<file path="config.mk">
export PLATFORM = sky130hd
export DESIGN_NAME = led_strip_frame_builder_top
export DESIGN_NICKNAME = d
export VERILOG_FILES = /design/src/design/lsfb_pkg.sv /design/src/design/lsfb_cell.sv /design/src/design/led_strip_frame_builder_top.sv
export SDC_FILE = /design/constraint.sdc
export NUM_CORES = 2
export LEC_CHECK = 0
export BUFFER_PORTS_ARGS = -buffer_cell sky130_fd_sc_hd__buf_2
export CORE_MARGIN = 4
export CORE_UTILIZATION = 33
export DETAILED_ROUTE_END_ITERATION = 8
export PLACE_DENSITY = 0.51
export SYNTH_ARGS = -nofsm -noshare
export SYNTH_HDL_FRONTEND = slang
export SYNTH_SLANG_ARGS = --single-unit
</file>
<file path="constraint.sdc">
create_clock -name clk -period 5.35 [get_ports clk]
set_clock_uncertainty 0.2 [all_clocks]
set_input_delay 0.535 -clock clk [delete_from_list [all_inputs] [get_ports clk]]
set_output_delay 0.535 -clock clk [all_outputs]
set_load 0.005 [all_outputs]
</file>
<file path="src/design/lsfb_pkg.sv">
package lsfb_pkg;

	localparam logic [1:0] CMD_SET   = 2'd0;
	localparam logic [1:0] CMD_CLEAR = 2'd1;
	localparam logic [1:0] CMD_SHOW  = 2'd2;

	localparam logic [2:0] REG_NUM_LEDS       = 3'd0;
	localparam logic [2:0] REG_BRIGHTNESS     = 3'd1;
	localparam logic [2:0] REG_RED_POSITION   = 3'd2;
	localparam logic [2:0] REG_GREEN_POSITION = 3'd3;
	localparam logic [2:0] REG_BLUE_POSITION  = 3'd4;

	localparam logic [31:0] START_WORD = 32'h0000_0000;
	localparam logic [31:0] END_WORD   = 32'hFFFF_FFFF;
	localparam logic [7:0]  PIXEL_MARK = 8'hE3;

	localparam int APB_AW = 5;

	typedef struct packed {
		logic [1:0]  cmd;
		logic [15:0] pixel_index;
		logic [23:0] color;
	} cmd_word_t;

	typedef struct packed {
		logic [31:0] frame_word;
		logic        last;
	} frame_word_t;

	// broadcast to every cell of the ring
	typedef struct packed {
		logic        clear;
		logic        set;
		logic        shift;
		logic [2:0]  bwe;
		logic [15:0] index;
		logic [23:0] wdata;
	} cell_ctl_t;

	typedef enum logic [1:0] {
		ST_IDLE,
		ST_START,
		ST_ROT,
		ST_LAST
	} lsfb_state_t;

endpackage

</file>
<file path="src/design/lsfb_cell.sv">
module lsfb_cell #(
	parameter int CELL_INDEX = 0
) (
	input  logic                 clk,
	input  logic                 arst_n,
	input  lsfb_pkg::cell_ctl_t  ctl,
	input  logic [23:0]          next_pixel,
	output logic [23:0]          pixel
);

	logic [23:0] pixel_q;
	logic        hit;

	assign hit   = ctl.set && (ctl.index == 16'(CELL_INDEX));
	assign pixel = pixel_q;

	always_ff @(posedge clk or negedge arst_n) begin
		if (!arst_n) begin
			pixel_q <= '0;
		end else if (ctl.clear) begin
			pixel_q <= '0;
		end else if (ctl.shift) begin
			pixel_q <= next_pixel;
		end else if (hit) begin
			// byte 0 sits in the top bits
			for (int k = 0; k < 3; k++) begin
				if (ctl.bwe[k]) begin
					pixel_q[23 - 8 * k -: 8] <= ctl.wdata[23 - 8 * k -: 8];
				end
			end
		end
	end

endmodule

</file>
<file path="src/design/led_strip_frame_builder_top.sv">
// LED strip frame builder. Commands arrive as words on the cmd channel: set writes one
// pixel's red, green and blue bytes at the byte positions held in the position registers
// (an index at or above num_leds is dropped), clear zeroes all pixels, show emits frame
// words on the frame channel: an all-zero start word, one word per LED in use (0xE3, then
// the three pixel bytes, optionally scaled by brightness/256), and an all-ones end word
// flagged with last. Pixels live in a ring of MAX_LEDS cells, one LED per cell; a show
// rotates the ring once around, and no new command is taken until its end word is
// loaded. Registers sit on an APB port at byte addresses 0, 4, 8, 12 and 16.
module led_strip_frame_builder_top #(
	parameter int MAX_LEDS = 24
) (
	input  logic                          clk,
	input  logic                          arst_n,
	input  logic                          cmd_valid,
	output logic                          cmd_stall,
	input  lsfb_pkg::cmd_word_t           cmd_data,
	output logic                          frame_valid,
	input  logic                          frame_stall,
	output lsfb_pkg::frame_word_t         frame_data,
	input  logic                          psel,
	input  logic                          penable,
	input  logic                          pwrite,
	input  logic [lsfb_pkg::APB_AW-1:0]   paddr,
	input  logic [31:0]                   pwdata,
	output logic [31:0]                   prdata,
	output logic                          pready
);

	localparam int CW = $clog2(MAX_LEDS + 1);

	logic [4:0] num_leds_q;
	logic [7:0] brightness_q;
	logic [1:0] red_position_q;
	logic [1:0] green_position_q;
	logic [1:0] blue_position_q;

	lsfb_pkg::lsfb_state_t state_q, state_d;
	logic [CW-1:0]         rot_q;
	logic                  frame_valid_q;
	lsfb_pkg::frame_word_t frame_q;

	logic [6:0]            lim7;
	logic [CW-1:0]         count;
	logic                  cmd_acc;
	logic                  load_ok;
	logic                  emit;
	logic                  rot_wrap;
	logic                  load;
	lsfb_pkg::frame_word_t load_word;
	lsfb_pkg::cell_ctl_t   ctl;
	logic [23:0]           pix [MAX_LEDS];
	logic [23:0]           head_scaled;
	logic [2:0]            bwe;
	logic [23:0]           wdata;

	// configuration port
	assign pready = 1'b1;

	always_ff @(posedge clk or negedge arst_n) begin
		if (!arst_n) begin
			num_leds_q       <= 5'd24;
			brightness_q     <= 8'd0;
			red_position_q   <= 2'd2;
			green_position_q <= 2'd1;
			blue_position_q  <= 2'd0;
		end else if (psel && penable && pwrite) begin
			case (paddr[4:2])
				lsfb_pkg::REG_NUM_LEDS:       num_leds_q       <= pwdata[4:0];
				lsfb_pkg::REG_BRIGHTNESS:     brightness_q     <= pwdata[7:0];
				lsfb_pkg::REG_RED_POSITION:   red_position_q   <= pwdata[1:0];
				lsfb_pkg::REG_GREEN_POSITION: green_position_q <= pwdata[1:0];
				lsfb_pkg::REG_BLUE_POSITION:  blue_position_q  <= pwdata[1:0];
				default: ;
			endcase
		end
	end

	always_comb begin
		case (paddr[4:2])
			lsfb_pkg::REG_NUM_LEDS:       prdata = {27'd0, num_leds_q};
			lsfb_pkg::REG_BRIGHTNESS:     prdata = {24'd0, brightness_q};
			lsfb_pkg::REG_RED_POSITION:   prdata = {30'd0, red_position_q};
			lsfb_pkg::REG_GREEN_POSITION: prdata = {30'd0, green_position_q};
			lsfb_pkg::REG_BLUE_POSITION:  prdata = {30'd0, blue_position_q};
			default:                      prdata = '0;
		endcase
	end

	// LEDs in use, clamped to the ring size
	assign lim7  = ({2'd0, num_leds_q} > 7'(MAX_LEDS)) ? 7'(MAX_LEDS) : {2'd0, num_leds_q};
	assign count = CW'(lim7);

	assign cmd_stall   = (state_q != lsfb_pkg::ST_IDLE);
	assign cmd_acc     = cmd_valid && !cmd_stall;
	assign load_ok     = !frame_valid_q || !frame_stall;
	assign emit        = (rot_q < count);
	assign rot_wrap    = (rot_q == CW'(MAX_LEDS - 1));

	// pixel byte k takes the last color aimed at it: blue over green over red
	always_comb begin
		bwe   = '0;
		wdata = '0;
		for (int k = 0; k < 3; k++) begin
			bwe[k] = (red_position_q == 2'(k)) || (green_position_q == 2'(k))
				|| (blue_position_q == 2'(k));
			if (blue_position_q == 2'(k)) begin
				wdata[23 - 8 * k -: 8] = cmd_data.color[7:0];
			end else if (green_position_q == 2'(k)) begin
				wdata[23 - 8 * k -: 8] = cmd_data.color[15:8];
			end else begin
				wdata[23 - 8 * k -: 8] = cmd_data.color[23:16];
			end
		end
	end

	// brightness scaling of the head cell
	always_comb begin
		logic [15:0] prod;
		prod        = '0;
		head_scaled = pix[0];
		if (brightness_q != 8'd0) begin
			for (int k = 0; k < 3; k++) begin
				prod = {8'd0, pix[0][23 - 8 * k -: 8]} * {8'd0, brightness_q};
				head_scaled[23 - 8 * k -: 8] = prod[15:8];
			end
		end
	end

	// next state
	always_comb begin
		state_d = state_q;
		case (state_q)
			lsfb_pkg::ST_IDLE: begin
				if (cmd_acc && cmd_data.cmd == lsfb_pkg::CMD_SHOW) begin
					state_d = lsfb_pkg::ST_START;
				end
			end
			lsfb_pkg::ST_START: begin
				if (load_ok) begin
					state_d = lsfb_pkg::ST_ROT;
				end
			end
			lsfb_pkg::ST_ROT: begin
				if ((!emit || load_ok) && rot_wrap) begin
					state_d = lsfb_pkg::ST_LAST;
				end
			end
			lsfb_pkg::ST_LAST: begin
				if (load_ok) begin
					state_d = lsfb_pkg::ST_IDLE;
				end
			end
			default: state_d = lsfb_pkg::ST_IDLE;
		endcase
	end

	// outputs of the sequencer
	always_comb begin
		load      = 1'b0;
		load_word = '{frame_word: lsfb_pkg::START_WORD, last: 1'b0};
		ctl       = '0;
		ctl.index = cmd_data.pixel_index;
		ctl.bwe   = bwe;
		ctl.wdata = wdata;
		case (state_q)
			lsfb_pkg::ST_IDLE: begin
				ctl.clear = cmd_acc && (cmd_data.cmd == lsfb_pkg::CMD_CLEAR);
				ctl.set   = cmd_acc && (cmd_data.cmd == lsfb_pkg::CMD_SET)
					&& (cmd_data.pixel_index < 16'(count));
			end
			lsfb_pkg::ST_START: begin
				load = load_ok;
			end
			lsfb_pkg::ST_ROT: begin
				// cells past the LEDs in use still rotate, without a word
				ctl.shift = emit ? load_ok : 1'b1;
				load      = emit && load_ok;
				load_word = '{frame_word: {lsfb_pkg::PIXEL_MARK, head_scaled}, last: 1'b0};
			end
			lsfb_pkg::ST_LAST: begin
				load      = load_ok;
				load_word = '{frame_word: lsfb_pkg::END_WORD, last: 1'b1};
			end
			default: ;
		endcase
	end

	always_ff @(posedge clk or negedge arst_n) begin
		if (!arst_n) begin
			state_q <= lsfb_pkg::ST_IDLE;
			rot_q   <= '0;
		end else begin
			state_q <= state_d;
			if (ctl.shift) begin
				rot_q <= rot_wrap ? '0 : rot_q + CW'(1);
			end
		end
	end

	always_ff @(posedge clk or negedge arst_n) begin
		if (!arst_n) begin
			frame_valid_q <= 1'b0;
		end else if (load) begin
			frame_valid_q <= 1'b1;
		end else if (!frame_stall) begin
			frame_valid_q <= 1'b0;
		end
	end

	always_ff @(posedge clk) begin
		if (load) begin
			frame_q <= load_word;
		end
	end

	assign frame_valid = frame_valid_q;
	assign frame_data  = frame_q;

	// pixel ring: cell i takes cell i+1 on a shift, the last cell takes cell 0
	for (genvar i = 0; i < MAX_LEDS; i++) begin : g_cell
		localparam int NEXT = (i + 1) % MAX_LEDS;
		lsfb_cell #(
			.CELL_INDEX(i)
		) u_cell (
			.clk       (clk),
			.arst_n    (arst_n),
			.ctl       (ctl),
			.next_pixel(pix[NEXT]),
			.pixel     (pix[i])
		);
	end

endmodule
</file>
==> metrics.yaml <==
outcome:
  status: "complete, no violations"
global_route:
  grtUsageTotal: 0.185
  grt_pass1_vias: 26300
  grt_max_degree: 136
  antenna_found_initial: 0
  grt_pass1_wl_um: 164000
  overflow: 0
  grt_use_met2: 0.284
  grtUsageMet3: 0.0294
  met1_usage: 0.272
  top_usage_layer: "met2"
power:
  vdd_drop_max_mv: 0.326
  power_mw: 25.1
  leakage_nw: 18.1
  power.density_mw_per_mm2: 628
synthesis:
  ys_ff_latch: 629
  synthArstFlopShare: 0.959
  yosysSeqAreaShare: 0.446
  synth_top_area_cell: "dfrtp_1"
  muxShareOfSynthArea: 0.0339
  synthSimpleGateAreaFrac: 0.0813
  synth-main-ff-cell: "dfrtp_1"
  synth_compound_area_frac: 0.230
  syn_area_per_cell_um2: 9.56
  synth.top_cell.area_share: 0.421
  yosysWarningCount: 0
  synth.distinct_cells: 68
  synth_edf_count: 26
  netlist_area_mm2: 0.0356
  synthAdderAreaFrac: 0.0984
  syn_inst: 3722
  synth-xor-area-share: 0.00591
  synth_top_family_by_area: "compound AO/OA/AOI/OAI gates"
  synth_area_leaders: "dfrtp_1 42%, o21ai_0 8.5%, o211ai_1 8.2%, inv_1 6.3%, fa_1 5.9%"
floorplan:
  ioPinCount: 154
  dieArea_mm2: 0.113
  chipHeight_um: 336
  initial_core_util: 0.332
  rows: 120
  die_w_um: 336
  core_region_area_mm2: 0.107
setup_path:
  ff2ff_path_depth: 16
  r2r_slack_ps: 270
  path_max_fanout: 14
  crit_path_frequent_cell: "fa_1"
  slowest_delay_ps: 550
  timing.rr.end: "frame_data[15]$_DFFE_PP_"
  start_kind: "flip-flop"
  end_kind: "flip-flop"
  worst-setup-path-type: "flip-flop to flip-flop"
  regToRegStartpoint: "brightness_q[2]$_DFFE_PN0P_"
  crit_path_top_delay_cell: "fa_1"
  worstPathArrival_ps: 5220
  crit_required_ps: 5490
  path_cells: "buf_4 > and2_1 > fa_1 > fa_1 > fa_1 > inv_1 > fa_1 > inv_1 > ha_1 > a2111oi_1 > o31ai_1 > nand3_1 > nand3_1 > a31oi_1 > xor2_1 > o21ai_0"
hold_path:
  hold_path_depth: 2
  holdCritPathClass: "primary input to flip-flop"
  whs_endpoint: "num_leds_q[0]$_DFFE_PN0P_"
  hp-start: "pwdata[0]"
route:
  drt_iter0_drc: 2030
  via_count: 26800
  vias_per_cell: 5.15
  drt_wl_total_um: 105000
  ant_nets: 0
  wl_per_cell_um: 20.2
  drc: 0
  firstDrtPassIters: 6
finish:
  syn_to_final_growth_pct: 12.1
  fin_cells: 5208
  final_cell_mix: "604 x o21ai_0, 598 x dfrtp_1, 594 x inv_1, 387 x o211ai_1, 195 x nand2_1"
  layout.nets: 4051
  drive_gt1_frac: 0.105
  layout_commonest_cell: "o21ai_0"
clock_tree:
  clock_latency_ps: 630
  cts_setup_buffers: 0
  path_clk_slew_ps: 60
  clockRootBuffer: "clkbuf_16"
  htree_levels: 3
  cts_sinks: 629
  cts_tree: "done"
  cts_buffers: 75
  cts.path.max_buffers: 3
timing:
  fin_crit_ps: 5080
  slew_violations: 0
  fmax_ghz: 0.197
  tns_ps: 0
  fin_crit_sh: 0.950
  setup_viol: 0
  worst_pin_slew_ps: 1250
  rsz0062_at_grt: "false"
  slew_headroom: 0.168
  hold_viol_final: 0
flow_run:
  maxCapViolations: 0
placement:
  dpl.cell_count: 5067
  hpwl_um: 71600
  gp_congestion: 0.848
  port-buffer-count: 102
-- cells in the mapped netlist (28+ instances only) --
| cell type | count |
|---|---|
| o21ai_0 | 604 |
| dfrtp_1 | 599 |
| inv_1 | 594 |
| o211ai_1 | 387 |
| nand2_1 | 195 |
| clkbuf_1 | 187 |
| and2_1 | 152 |
| nor2_1 | 138 |
| ha_1 | 112 |
| fa_1 | 105 |
| mux2i_1 | 99 |
| buf_4 | 55 |
| a21oi_1 | 53 |
| a221o_1 | 48 |
| a22oi_1 | 28 |
| nand3_1 | 28 |
-- critical path, delay by kind of cell (launching register included) --
family          cells  cell delay [ps]
fa+ha+maj           5             2230
buf+inv             3              310
xor+xnor            1              150
flops               1              540
compound gates      4              930
simple gates        3              450
-- report_power, final --
group	switching [mW]	total (mW)	internal (mW)
Sequential	1.41	8.66	7.25
Clock	2.07	4.99	2.92
Combinational	7.27	11.4	4.13
-- layout make-up --
type	count	area, um^2
clock buffers	112	2150
fillers	10800	67100
inverters	594	2230
well taps	1403	1760
clock inverters	21	200
multi-input cells	2234	16200
repair buffers	214	1540
flip-flops and latches	629	15900
diodes	1	2.50
-- through the flow --
stage / worst slack, ps / utilization / area, um^2 / hold slack [ps]
after floorplan: 396 / - / 35700 / 39.4
after global placement: 87.7 / 0.350 / 37500 / 256
after detailed placement: 46.1 / 0.350 / 37500 / 265
after CTS: 33.6 / 0.373 / 39900 / 40.5
after global routing: 2.36 / 0.373 / 39900 / 71.2
final: 265 / 0.373 / 39900 / 67.4
-- cells by family after synthesis --
family,after synthesis
AOI/OAI and AO/OA,1256
xor gates and xnor gates,24
and+or+nand+nor,594
adders and majority gates,217
other,2
muxes,118
DFF,629
buffers and inverters,882
-- routing by layer --
layer / routed length (um) / part of all wire / vias up
met4: 2460 / 0.023 / 0
met3: 5360 / 0.051 / 139
met2: 46300 / 0.44 / 625
met5: 0 / 0 / -
met1: 51000 / 0.49 / 13300
li1: - / - / 12700
-- what timing repair did --
item,4_1_cts,5_1_grt
setup endpoints to repair,0,12
resized for setup,0,2
hold endpoints to repair,105,0
hold buffers,7,0
-- flip-flops by register name, indices dropped and copies added (netlist names) --
register	flops
blue_position_q	2
red_position_q	2
g_cell.u_cell.pixel	576
frame_valid	1
frame_data	26
num_leds_q	5
green_position_q	2
state_q	2
rot_q	5
brightness_q	8
-- worst max-delay path by stage --
stage,start,endpoint,slack (ps),cells past startpoint
after global placement,brightness_q[2]$_DFFE_PN0P_,frame_data[19]$_DFFE_PP_,90,16
after detailed placement,brightness_q[2]$_DFFE_PN0P_,frame_data[15]$_DFFE_PP_,50,16
after CTS,brightness_q[2]$_DFFE_PN0P_,frame_data[15]$_DFFE_PP_,30,16
after global routing,brightness_q[2]$_DFFE_PN0P_,frame_data[15]$_DFFE_PP_,2,16
final,brightness_q[2]$_DFFE_PN0P_,frame_data[15]$_DFFE_PP_,270,16
after floorplan,brightness_q[5]$_DFFE_PN0P_,frame_data[7]$_DFFE_PP_,400,17
Note: power is estimated with default switching activity, not from simulation.
